==> src/design/sha1_pkg.sv <==
`default_nettype none
package sha1_pkg;
  localparam int BlockBytes = 64;
  localparam int WordDepth = 16;
  localparam int WordAddrW = 4;
  localparam int Rounds = 80;

  localparam logic [1:0] OP_ABSORB  = 2'd0;
  localparam logic [1:0] OP_FINISH  = 2'd1;
  localparam logic [1:0] OP_RESTART = 2'd2;

  localparam logic [31:0] H0 = 32'h67452301;
  localparam logic [31:0] H1 = 32'hEFCDAB89;
  localparam logic [31:0] H2 = 32'h98BADCFE;
  localparam logic [31:0] H3 = 32'h10325476;
  localparam logic [31:0] H4 = 32'hC3D2E1F0;
  localparam logic [7:0] PAD_BYTE = 8'h80;

  function automatic logic [31:0] round_k(input logic [6:0] r);
    if (r < 7'd20) return 32'h5A827999;
    else if (r < 7'd40) return 32'h6ED9EBA1;
    else if (r < 7'd60) return 32'h8F1BBCDC;
    else return 32'hCA62C1D6;
  endfunction

  function automatic logic [31:0] round_f(input logic [6:0] r, input logic [31:0] b,
                                          input logic [31:0] c, input logic [31:0] d);
    if (r < 7'd20) return (b & c) | (~b & d);
    else if (r < 7'd40) return b ^ c ^ d;
    else if (r < 7'd60) return (b & c) | (b & d) | (c & d);
    else return b ^ c ^ d;
  endfunction

  typedef struct packed {
    logic        start;
    logic        last;
  } sha1_ctl_t;
endpackage
`default_nettype wire

==> src/design/sha1_stream_hasher.sv <==
`default_nettype none
// SHA-1 over a byte stream. Absorb bytes are taken only while idle; every 64th byte
// starts a compression during which input is held off until the block is hashed. A
// finish runs one or two compressions, filling zero padding a byte at a time in
// each block, before the digest appears on m_axis. tdata of
// s_axis: data_byte[7:0]; tuser: operation[1:0]. m_axis tdata: digest_word_0..4 from bit 0
// up; tuser: too_long. Input is also held off while a digest waits on m_axis.
// Absorb after finish or after bit-count overflow is dropped.
module sha1_stream_hasher import sha1_pkg::*; (
  input  wire logic         clk,
  input  wire logic         rst,
  input  wire logic         s_axis_tvalid,
  output logic              s_axis_tready,
  input  wire logic [7:0]   s_axis_tdata,   // data_byte
  input  wire logic [1:0]   s_axis_tuser,   // operation
  output logic              m_axis_tvalid,
  input  wire logic         m_axis_tready,
  output logic [159:0]      m_axis_tdata,   // digest_word_0 .. digest_word_4
  output logic              m_axis_tuser    // too_long
);
  localparam logic [2:0] T_IDLE = 3'd0, T_HASH = 3'd1, T_PAD = 3'd2, T_LEN = 3'd3,
                         T_HASH2 = 3'd4, T_EMIT = 3'd5;
  logic [2:0] state;
  logic [5:0] fill;
  logic [63:0] bit_count;
  logic [159:0] chain;
  logic [159:0] digest_out;
  logic finished, overflowed, pad_second;
  logic [23:0] word_acc;
  logic load_we;
  logic [3:0] load_addr;
  logic [31:0] load_data;
  logic core_start, core_busy, core_done;
  logic [159:0] core_out;
  logic acc;
  logic [63:0] bc_next;
  logic [7:0] pad_byte;

  sha1_core u_core (.clk, .rst, .start(core_start), .chain_in(chain), .load_we,
    .load_addr, .load_data, .busy(core_busy), .done(core_done), .chain_out(core_out));

  assign acc = s_axis_tvalid && s_axis_tready;
  assign s_axis_tready = state == T_IDLE && !m_axis_tvalid;
  assign bc_next = bit_count + 64'd8;
  // first digest word goes to the low bits
  assign digest_out = {chain[31:0], chain[63:32], chain[95:64], chain[127:96],
                       chain[159:128]};
  // padding byte for position fill during PAD/LEN
  always_comb begin
    if (state == T_LEN) pad_byte = bit_count[8*(7 - fill[2:0]) +: 8];
    else pad_byte = 8'h00;
  end

  always_comb begin
    load_we = 1'b0;
    load_addr = fill[5:2];
    load_data = {word_acc, s_axis_tdata};
    core_start = 1'b0;
    if (state == T_IDLE && acc && s_axis_tuser == OP_ABSORB && !finished && !overflowed) begin
      load_we = fill[1:0] == 2'd3;
      core_start = fill == 6'd63;
    end
    if (state == T_IDLE && acc && s_axis_tuser == OP_FINISH && !finished) begin
      load_data = {word_acc, PAD_BYTE};
      load_we = fill[1:0] == 2'd3;
      core_start = fill == 6'd63;
    end
    if (state == T_PAD || state == T_LEN) begin
      load_data = {word_acc, pad_byte};
      load_we = fill[1:0] == 2'd3;
      core_start = fill == 6'd63;
    end
  end

  always_ff @(posedge clk) begin
    if (rst) begin
      state <= T_IDLE;
      fill <= '0;
      bit_count <= '0;
      chain <= {H0, H1, H2, H3, H4};
      finished <= 1'b0;
      overflowed <= 1'b0;
      m_axis_tvalid <= 1'b0;
      pad_second <= 1'b0;
    end else begin
      if (m_axis_tvalid && m_axis_tready) m_axis_tvalid <= 1'b0;
      unique case (state)
        T_IDLE: if (acc) begin
          case (s_axis_tuser)
            OP_ABSORB: if (!finished && !overflowed) begin
              word_acc <= {word_acc[15:0], s_axis_tdata};
              fill <= fill + 6'd1;
              bit_count <= bc_next;
              if (bc_next == 64'd0) overflowed <= 1'b1;
              if (fill == 6'd63) state <= T_HASH;
            end
            OP_FINISH: if (finished) begin
              m_axis_tvalid <= 1'b1;
              m_axis_tdata <= digest_out;
              m_axis_tuser <= overflowed;
            end else begin
              word_acc <= {word_acc[15:0], PAD_BYTE};
              fill <= fill + 6'd1;
              pad_second <= fill >= 6'd56;
              // 0x80 in the last slot completes the block right away
              state <= fill == 6'd63 ? T_HASH2 : (fill == 6'd55 ? T_LEN : T_PAD);
            end
            OP_RESTART: begin
              fill <= '0;
              bit_count <= '0;
              chain <= {H0, H1, H2, H3, H4};
              finished <= 1'b0;
              overflowed <= 1'b0;
            end
            default: ;
          endcase
        end
        T_HASH: if (core_done) begin
          chain <= core_out;
          state <= T_IDLE;
        end
        T_PAD: if (!core_busy) begin
          word_acc <= {word_acc[15:0], pad_byte};
          fill <= fill + 6'd1;
          if (fill == 6'd63) state <= T_HASH2;
          else if (fill == 6'd55 && !pad_second) state <= T_LEN;
        end
        T_LEN: begin
          word_acc <= {word_acc[15:0], pad_byte};
          fill <= fill + 6'd1;
          if (fill == 6'd63) state <= T_HASH2;
        end
        T_HASH2: if (core_done) begin
          chain <= core_out;
          if (pad_second) begin
            pad_second <= 1'b0;
            state <= T_PAD;
          end else state <= T_EMIT;
        end
        T_EMIT: begin
          finished <= 1'b1;
          m_axis_tvalid <= 1'b1;
          m_axis_tdata <= digest_out;
          m_axis_tuser <= overflowed;
          state <= T_IDLE;
        end
        default: state <= T_IDLE;
      endcase
    end
  end

  a_no_accept_busy: assert property (@(posedge clk) disable iff (rst)
    core_busy |-> !s_axis_tready) else $error("accept during compression");
  a_emit_finished: assert property (@(posedge clk) disable iff (rst)
    state == T_EMIT |=> finished) else $error("finish flag lost");
  a_start_idle: assert property (@(posedge clk) disable iff (rst)
    core_start |-> !core_busy) else $error("core restarted while busy");
endmodule
`default_nettype wire

==> src/design/sha1_ram.sv <==
`default_nettype none
module sha1_ram #(
  parameter int Width = 32,
  parameter int Depth = 16
) (
  input  wire logic                     clk,
  input  wire logic                     we,
  input  wire logic [$clog2(Depth)-1:0] waddr,
  input  wire logic [Width-1:0]         wdata,
  input  wire logic [$clog2(Depth)-1:0] raddr,
  output logic      [Width-1:0]         rdata
);
  logic [Width-1:0] mem [Depth];
  always_ff @(posedge clk) begin
    if (we) mem[waddr] <= wdata;
    rdata <= mem[raddr];
  end
endmodule
`default_nettype wire

==> src/design/sha1_core.sv <==
`default_nettype none
// compression engine: block words kept in a 16-word ram, message schedule in a 16-word shift line
module sha1_core import sha1_pkg::*; (
  input  wire logic        clk,
  input  wire logic        rst,
  input  wire logic        start,
  input  wire logic [159:0] chain_in,
  // block word load port, used while idle
  input  wire logic        load_we,
  input  wire logic [WordAddrW-1:0] load_addr,
  input  wire logic [31:0] load_data,
  output logic             busy,
  output logic             done,
  output logic [159:0]     chain_out
);
  localparam logic [1:0] S_IDLE = 2'd0, S_PRIME = 2'd1, S_RUN = 2'd2, S_ADD = 2'd3;
  logic [1:0] state;
  logic [6:0] rnd;
  logic [31:0] a, b, c, d, e;
  // window of w[i-16..i-1] would need 4 reads; keep a 16-word shift line in ram order instead
  logic [31:0] w [16];
  logic [31:0] wi, tsum;
  logic        ram_we;
  logic [WordAddrW-1:0] ram_addr;
  logic [WordAddrW-1:0] rd_addr;
  logic [31:0] ram_rdata;

  sha1_ram #(.Width(32), .Depth(WordDepth)) u_ram (
    .clk, .we(ram_we), .waddr(ram_addr), .wdata(load_data),
    .raddr(rd_addr), .rdata(ram_rdata));

  assign ram_we = load_we && state == S_IDLE;
  assign ram_addr = load_addr;

  always_comb begin
    if (rnd < 7'd16) wi = ram_rdata;
    else begin
      wi = w[13] ^ w[8] ^ w[2] ^ w[0];
      wi = {wi[30:0], wi[31]};
    end
    tsum = {a[26:0], a[31:27]} + round_f(rnd, b, c, d) + e + wi + round_k(rnd);
  end

  always_ff @(posedge clk) begin
    if (rst) begin
      state <= S_IDLE;
      done <= 1'b0;
    end else begin
      done <= 1'b0;
      unique case (state)
        S_IDLE: if (start) begin
          state <= S_PRIME;
          rnd <= 7'd0;
          {a, b, c, d, e} <= chain_in;
        end
        S_PRIME: state <= S_RUN;
        S_RUN: begin
          for (int i = 0; i < 15; i++) w[i] <= w[i+1];
          w[15] <= wi;
          {a, b, c, d, e} <= {tsum, a, {b[1:0], b[31:2]}, c, d};
          if (rnd == 7'(Rounds - 1)) state <= S_ADD;
          rnd <= rnd + 7'd1;
        end
        S_ADD: begin
          chain_out <= {chain_in[159:128] + a, chain_in[127:96] + b,
                        chain_in[95:64] + c, chain_in[63:32] + d, chain_in[31:0] + e};
          done <= 1'b1;
          state <= S_IDLE;
        end
        default: state <= S_IDLE;
      endcase
    end
  end
  // read address advances with rnd; in RUN, rnd+1 is presented so data arrives in time
  assign rd_addr = (state == S_RUN) ? rnd[WordAddrW-1:0] + WordAddrW'(1)
                                    : rnd[WordAddrW-1:0];
  assign busy = state != S_IDLE;
endmodule
`default_nettype wire
==> config.mk <==
export PLATFORM = sky130hd
export DESIGN_NAME = sha1_stream_hasher
export DESIGN_NICKNAME = d
export VERILOG_FILES = /design/src/design/sha1_pkg.sv /design/src/design/sha1_stream_hasher.sv /design/src/design/sha1_ram.sv /design/src/design/sha1_core.sv
export SDC_FILE = /design/constraint.sdc
export NUM_CORES = 2
export LEC_CHECK = 0
export ABC_AREA = 0
export BUFFER_PORTS_ARGS = -buffer_cell sky130_fd_sc_hd__buf_2
export CORE_MARGIN = 2
export CORE_UTILIZATION = 30
export CTS_BUF_LIST = sky130_fd_sc_hd__clkbuf_8 sky130_fd_sc_hd__clkbuf_16
export DETAILED_ROUTE_END_ITERATION = 12
export PLACE_DENSITY_LB_ADDON = 0.08
export SLEW_MARGIN = 15
export SYNTH_ARGS = -nofsm -noshare
export SYNTH_HDL_FRONTEND = slang
export SYNTH_SLANG_ARGS = --single-unit
==> constraint.sdc <==
create_clock -name clk -period 45.3 [get_ports clk]
set_input_delay 4.53 -clock clk [delete_from_list [all_inputs] [get_ports clk]]
set_output_delay 4.53 -clock clk [all_outputs]
set_load 0.02 [all_outputs]
Word level (Yosys, flattened, before mapping):

Memory sizes are Yosys's and may differ from the RTL's. A register that Yosys moved wholly into a read port is not among the register bits.
Index checks and enable logic that the tools add are counted.
Widths: inputs -> output; s select.

* bits in registers: 752
* bits in writable memories: 1024
* input port bits: 14
* output and inout bits: 163
* logic and storage cells: 226
* memories kept: 2

* $add $sub $neg: 14
* order comparisons: 5
* eq/ne operators: 34
* shifts and indexed selects: 1
* muxes and demuxes: 95
* bitwise operators: 14
* reductions and logical operators: 41

Memory list
* u_core.u_ram.mem: depth 16, bits a word 32, rd ports 1, clocked after Yosys merged registers in 1, wr ports 1, RTL line sha1_ram.sv:13 `logic [Width-1:0] mem [Depth];`
* u_core.w: depth 16, bits a word 32, rd ports 16, clocked after Yosys merged registers in 0, wr ports 16, RTL line sha1_core.sv:21 `logic [31:0] w [16];`

Operators by type and width (number)
* $mux 160: 6
* $pmux 160 s2: 2
* $mux 32: 11
* $pmux 32 s2: 5
* $add 32x32->32: 9
* $xor 32x32->32: 5
* $and 32x32->32: 4
* $pmux 64 s2: 1
* $mux 24: 4
* $or 32x32->32: 3
* $pmux 24 s3: 1
* $add 64x4->64 const B: 1
* $logic_not 64->1: 1
* $mux 64: 1
* $shiftx 64x33->8: 1
* $pmux 24 s2: 1
* $mux 3: 12
* $pmux 6 s3: 2
* $not 32->32: 1
* $mux 31: 1
* $mux 1: 28
* $mux 6: 4
* $mux 8: 3
* $ne 2x1->1 const B: 9
* 43 further kinds: 88

Depth between registers and ports, before layout:

* word-level depth: 13
* gate-level depth with buffers: 27
* depth with buffers taken out: 25

Cells and area by module:

From an unflattened synthesis, not the netlist that was laid out.

* cell total of the unflattened synthesis: 5569
* area, all modules: 79468.7 µm²

Modules (own cells, without submodules)
* sha1_core: times used 1, cells each 3013, area an instance 42112.9 µm², sequential area each 25254.2 µm²
* sha1_ram: times used 1, cells each 838, area an instance 19835.3 µm², sequential area each 16015.4 µm²
* sha1_stream_hasher: times used 1, cells each 1718, area an instance 17520.6 µm², sequential area each 10239.8 µm²

Worst setup path after synthesis:

Ideal clock, no wire load.

* kind: input -> register
* start: in rst
* end: mem u_core.w[0][0] (enable)
* library setup time: 1402 ps
* arrival: 26299 ps
* required time: 43898 ps
* slack: 17599 ps
* stages on the path: 4
* path buffers: 3
* cells stage by stage: clkbuf_1 > clkbuf_1 > clkbuf_1 > nor2_1

RTL lines
* from (decl): RTL line sha1_stream_hasher.sv:11 `input wire logic rst,`
* to (decl): RTL line sha1_core.sv:21

Worst setup path in the final report:

* start: reg u_core.rnd[3]
* end: reg u_core.a[31] (data pin)

* longest elaborated chain between the ends: 9
* elaborated cells between the ends (all ways): 16
* those cells by class: add/sub: 4; order compare: 4; mux: 8

RTL lines
* from (decl): RTL line sha1_core.sv:18 `logic [6:0] rnd;`
* from (signal assigned): RTL line sha1_core.sv:62 `rnd <= rnd + 7'd1;`
* $lt 7x6->1: RTL line sha1_pkg.sv:22, sha1_pkg.sv:30
* $mux 32: RTL line sha1_pkg.sv:30 `else if (r < 7'd60) return (b & c) | (b & d) | (c & d);`
* $mux 32: RTL line sha1_pkg.sv:29 `else if (r < 7'd40) return b ^ c ^ d;`
* $mux 32: RTL line sha1_pkg.sv:28 `if (r < 7'd20) return (b & c) | (~b & d);`
* $add 32x32->32 (3 in series): RTL line sha1_core.sv:41 `tsum = {a[26:0], a[31:27]} + round_f(rnd, b, c, d) + e + wi + round_k(rnd);`
* $add 32x32->32 *: RTL line sha1_core.sv:41
* $pmux 32 s2 *: RTL line sha1_core.sv:50 `unique case (state)`
* to (signal assigned): RTL line sha1_core.sv:54 `{a, b, c, d, e} <= chain_in;`
* to (signal assigned): RTL line sha1_core.sv:60 `{a, b, c, d, e} <= {tsum, a, {b[1:0], b[31:2]}, c, d};`
* to (decl): RTL line sha1_core.sv:19 `logic [31:0] a, b, c, d, e;`

Every way passes the cells marked *; elsewhere a longest branch is shown, timed or not.
A chain may end at the register's enable or synchronous reset.

==> impl_metrics.toml <==
[critical_path]
r2r-start = "u_core.rnd[3]$_SDFFCE_PN0P_"
worstPathBufferInverterCount = 4
cp_cell_sequence = "o21ai_0, nor2b_1, inv_1, nand2_1, buf_4, o32ai_1, nor2_1, fa_1, fa_1, inv_1, fa_1, inv_1, ha_1, a21o_1, a21o_1, a21oi_1, o21ai_0, o311ai_1, a31oi_1, and4_1, a2111o_1, xnor2_1, a21oi_1"
r2r.worst_path.cells = 23
setup.worst_path.start_class = "register"
timing.critical_path.slowest_stage_cell = "sky130_fd_sc_hd__nor2b_1"
crit_type = "register to register"
critical_path.max_stage_delay_ns = 0.59
critPathMaxFanout = 33
timing.critical_path.max_delay_family = "compound AO/OA/AOI/OAI gates"
critical_path.endpoint_type = "register"
worst_path_required_time_ns = 45.87
r2r_slack_ns = 37.66
cp.arrival_ns = 8.22
rr_endpoint = "u_core.a[31]$_DFFE_PP_"

[yosys]
synth.avg_cell_area_sq_um = 14.53
netlist.top_cell.by_area = "sky130_fd_sc_hd__edfxtp_1"
synthMostInstantiatedCell = "sky130_fd_sc_hd__edfxtp_1"
ys_seq_elements = 1805
synth-seq-area-share_pct = 65.66
synthFlopType = "sky130_fd_sc_hd__edfxtp_1"
syn_nets = 5764
synth_cells = 5400
yosys-top-cells-count = "sky130_fd_sc_hd__edfxtp_1, sky130_fd_sc_hd__nor2_1, sky130_fd_sc_hd__nand2_1, sky130_fd_sc_hd__a21oi_1, sky130_fd_sc_hd__dfxtp_1"
synthesis.yosys.warnings = 0
synth-async-reset-ratio_pct = 0
area_fraction_of_the_dominant_cell_type_after_synthesis_pct = 58.80
synth.distinct_cells = 77
synth.top_cells.by_area = "sky130_fd_sc_hd__edfxtp_1, sky130_fd_sc_hd__dfxtp_1, sky130_fd_sc_hd__mux4_2, sky130_fd_sc_hd__ha_1, sky130_fd_sc_hd__fa_1"
number_of_flops_mapped_to_enable_cells_by_yosys = 1536
syn-cell-area_sq_um = 78450

[timing]
final_clock_skew_ns = 0.09575
setup_total_negative_slack_ns = 0
final.period_utilization_pct = 16.87
min_period_ns = 7.643
setup_slack_ns = 37.66
worst_max_slew_margin_expressed_relative_to_the_limit_pct = 19.26
grt_setup_unrepaired = "no"
setup_viol = 0
hold_viol = 0
worst-slew-pin-transition_ns = 1.211
finalMaxSlewViolations = 0
max_freq_mhz = 130.8

[power_and_ir_drop]
clock_group_share_of_total_power_pct = 45.2
power_per_cell_area_nw_per_um2 = 40.05
switching_share_pct = 22.99
power.ir.vdd_worst_v = 0.00004068
p_seq_share_pct = 50.8
p_switching_mw = 0.8337
comb_power_share_pct = 4.0
leakage_power_summed_over_all_cells_nw = 31.29
internal-power_mw = 2.793
power.total_mw = 3.627

[floorplanning]
floorplan.core_area_sq_um = 259900
io_pins = 177
fp-row-count = 187
fp.dieW_um = 515.4
die_area_sq_um = 265600
initial_core_util_pct = 30.18
die_h_um = 515.4

[min_path]
hold-path-endpoint = "u_core.w[0][143]$_DFFE_PP_"
hold-path-cell-count = 0
min-delay-start = "u_core.w[0][175]$_DFFE_PP_"
worstHoldPathType = "register to register"

[routing]
wirelength_met1_um = 109000
viasPerCell = 4.820
uppermost_routed_layer = "met5"
wl_met3_um = 8282
detail_route.wirelength_um = 226800
ant_nets = 0
drt_pass1_iterations = 8
detailroute.via_count = 44894
drcViolationCount = 0
met2WireLength_um = 104700
wire_per_inst_um = 24.35
drt_iter0_drc = 3210

[finish]
post_route_cells_drive_above_1_share_pct = 15.92
final-seq-area_sq_um = 51510
area.growth.synth_to_final_pct = 15.44
fillers = 25176
num-nets-final = 5996
multi_input_area_sq_um = 25380
fin_cells = 9314

[flow_run]
drv.max_cap_violation_count = 0

[cts]
total_cts_buffers = 201
clock_tree.root_cell = "sky130_fd_sc_hd__clkbuf_16"
cts_max_path_buffers = 3
cts_hold_buffers = 0
numClockSinks = 1805
ctsResizeCount = 0
cts.htree.levels = 4
clkSlewWorstSetupHoldPaths_ns = 0.06
cts.repair_timing.setup_buffer_count = 0
cts_tree = "built"
clock_insertion_delay_worst_skew_ns = 0.87

[global_routing]
grt_use_total_pct = 17.00
largest_net_degree_at_the_start_of_global_routing = 161
grt_antenna_before_repair = 31
first_global_vias = 45058
first_pass_grt_wire_length_um = 330200
grt.overflow.total = 0

[placed_design]
place.port_buffers = 176
place_congestion = 0.8569
place_inst = 8925
dp.final_hpwl_um = 153900
detailedPlace.worstSlack_ns = 36.72

[run_status]
status = "finished, final reports clean"
==> cells in the final DEF, fill, tap and decap left out, types with 59 or more instances in the layout <==
cell type,Yosys,routed
sky130_fd_sc_hd__o21bai_1,108,108
sky130_fd_sc_hd__clkbuf_16,0,203
sky130_fd_sc_hd__dfxtp_1,269,269
sky130_fd_sc_hd__nor2b_1,66,64
sky130_fd_sc_hd__nand3_1,144,144
sky130_fd_sc_hd__a21oi_1,274,272
sky130_fd_sc_hd__xor2_1,61,59
sky130_fd_sc_hd__edfxtp_1,1536,1536
sky130_fd_sc_hd__o21ai_0,171,168
sky130_fd_sc_hd__fa_1,124,124
sky130_fd_sc_hd__nor2_1,339,325
sky130_fd_sc_hd__buf_2,3,175
sky130_fd_sc_hd__mux2_2,152,152
sky130_fd_sc_hd__mux4_2,173,173
sky130_fd_sc_hd__inv_1,255,314
sky130_fd_sc_hd__ha_1,226,225
sky130_fd_sc_hd__nand2_1,317,316
sky130_fd_sc_hd__buf_4,0,79
sky130_fd_sc_hd__xnor2_1,245,244
sky130_fd_sc_hd__nor3_1,157,151
==> registers in the layout, summed over array words and instances, names as in the netlist, 7 cells and up <==
| name | cells |
|---|---|
| u_core.w | 512 |
| u_core.d | 32 |
| u_core.b | 32 |
| word_acc | 24 |
| bit_count | 61 |
| u_core.u_ram.mem | 512 |
| u_core.c | 32 |
| u_core.chain_out | 160 |
| u_core.rnd | 7 |
| m_axis_tdata | 160 |
| u_core.a | 32 |
| chain | 160 |
| u_core.e | 32 |
| u_core.u_ram.rdata | 32 |
==> cell type report <==
cell class	count	area share [%]
diodes	9	0.02487
clock buffers	218	5.837
clock inverters	162	1.625
inverters	255	1.057
multi-input cells	3110	28.02
flip-flops and latches	1805	56.88
well taps	3496	4.830
repair buffers	259	1.726
==> power groups by stage <==
stage	Sequential (mW)	Clock (mW)	Combinational (mW)
after floorplan	1.86	0	0.0941
after global placement	1.88	0	0.147
after detailed placement	1.88	0	0.148
after CTS	1.84	1.70	0.148
after global routing	1.84	1.76	0.159
final	1.84	1.64	0.144
==> worst reg2reg max path: stages, from the launching register on <==
cell                       delay [ns]
sky130_fd_sc_hd__edfxtp_1        0.56
sky130_fd_sc_hd__o21ai_0         0.20
sky130_fd_sc_hd__nor2b_1         0.59
sky130_fd_sc_hd__inv_1           0.35
sky130_fd_sc_hd__nand2_1         0.26
sky130_fd_sc_hd__buf_4           0.43
sky130_fd_sc_hd__o32ai_1         0.17
sky130_fd_sc_hd__nor2_1          0.36
sky130_fd_sc_hd__fa_1            0.52
sky130_fd_sc_hd__fa_1            0.57
sky130_fd_sc_hd__inv_1           0.07
sky130_fd_sc_hd__fa_1            0.54
sky130_fd_sc_hd__inv_1           0.05
sky130_fd_sc_hd__ha_1            0.37
sky130_fd_sc_hd__a21o_1          0.20
sky130_fd_sc_hd__a21o_1          0.17
sky130_fd_sc_hd__a21oi_1         0.13
sky130_fd_sc_hd__o21ai_0         0.14
sky130_fd_sc_hd__o311ai_1        0.51
sky130_fd_sc_hd__a31oi_1         0.27
sky130_fd_sc_hd__and4_1          0.27
sky130_fd_sc_hd__a2111o_1        0.41
sky130_fd_sc_hd__xnor2_1         0.17
sky130_fd_sc_hd__a21oi_1         0.08
==> layer usage <==
metal | global-route usage [%] | vias to the layer above
met1 | 24.59 | 23086
met3 | 2.308 | 249
met2 | 26.90 | 852
li1 | - | 20705
met4 | 4.041 | 2
met5 | 0 | -
==> cells by family after synthesis <==
| kind of cell | after synthesis | synth area share (%) |
|---|---|---|
| buffers and inverters | 485 | 2.335 |
| xor gates and xnor gates | 306 | 3.416 |
| muxes | 340 | 7.340 |
| DFF | 1805 | 65.66 |
| AOI/OAI and AO/OA | 892 | 7.212 |
| and+or+nand+nor | 1222 | 7.268 |
| adders and majority gates | 350 | 6.769 |
==> per-stage QoR <==
| step | utilization (%) | area, sq um | hold slack [ns] |
|---|---|---|---|
| 2_1_floorplan | - | 78450 | 0.4003 |
| 3_3_place_gp | 32.23 | 83780 | 0.4008 |
| 3_5_place_dp | 32.23 | 83780 | 0.4045 |
| 4_1_cts | 34.83 | 90540 | 0.3479 |
| 5_1_grt | 34.83 | 90540 | 0.3596 |
| 6_report | 34.84 | 90560 | 0.3593 |
==> worst max-delay path by stage <==
| stage | from | to | slack, ns | depth (start not counted) |
|---|---|---|---|---|
| 6_report | u_core.rnd[3]$_SDFFCE_PN0P_ | u_core.a[31]$_DFFE_PP_ | 37.66 | 23 |
| 5_1_grt | u_core.rnd[2]$_SDFFCE_PN0P_ | u_core.a[31]$_DFFE_PP_ | 37.35 | 27 |
| 4_1_cts | rst | u_core.w[0][227]$_DFFE_PP_ | 37.73 | 6 |
| 3_5_place_dp | rst | u_core.w[0][103]$_DFFE_PP_ | 36.72 | 6 |
| 3_3_place_gp | rst | u_core.w[0][103]$_DFFE_PP_ | 36.78 | 6 |
| 2_1_floorplan | rst | u_core.w[0][0]$_DFFE_PP_ | 17.60 | 4 |
No activity file was read; power rests on OpenSTA's default activity.
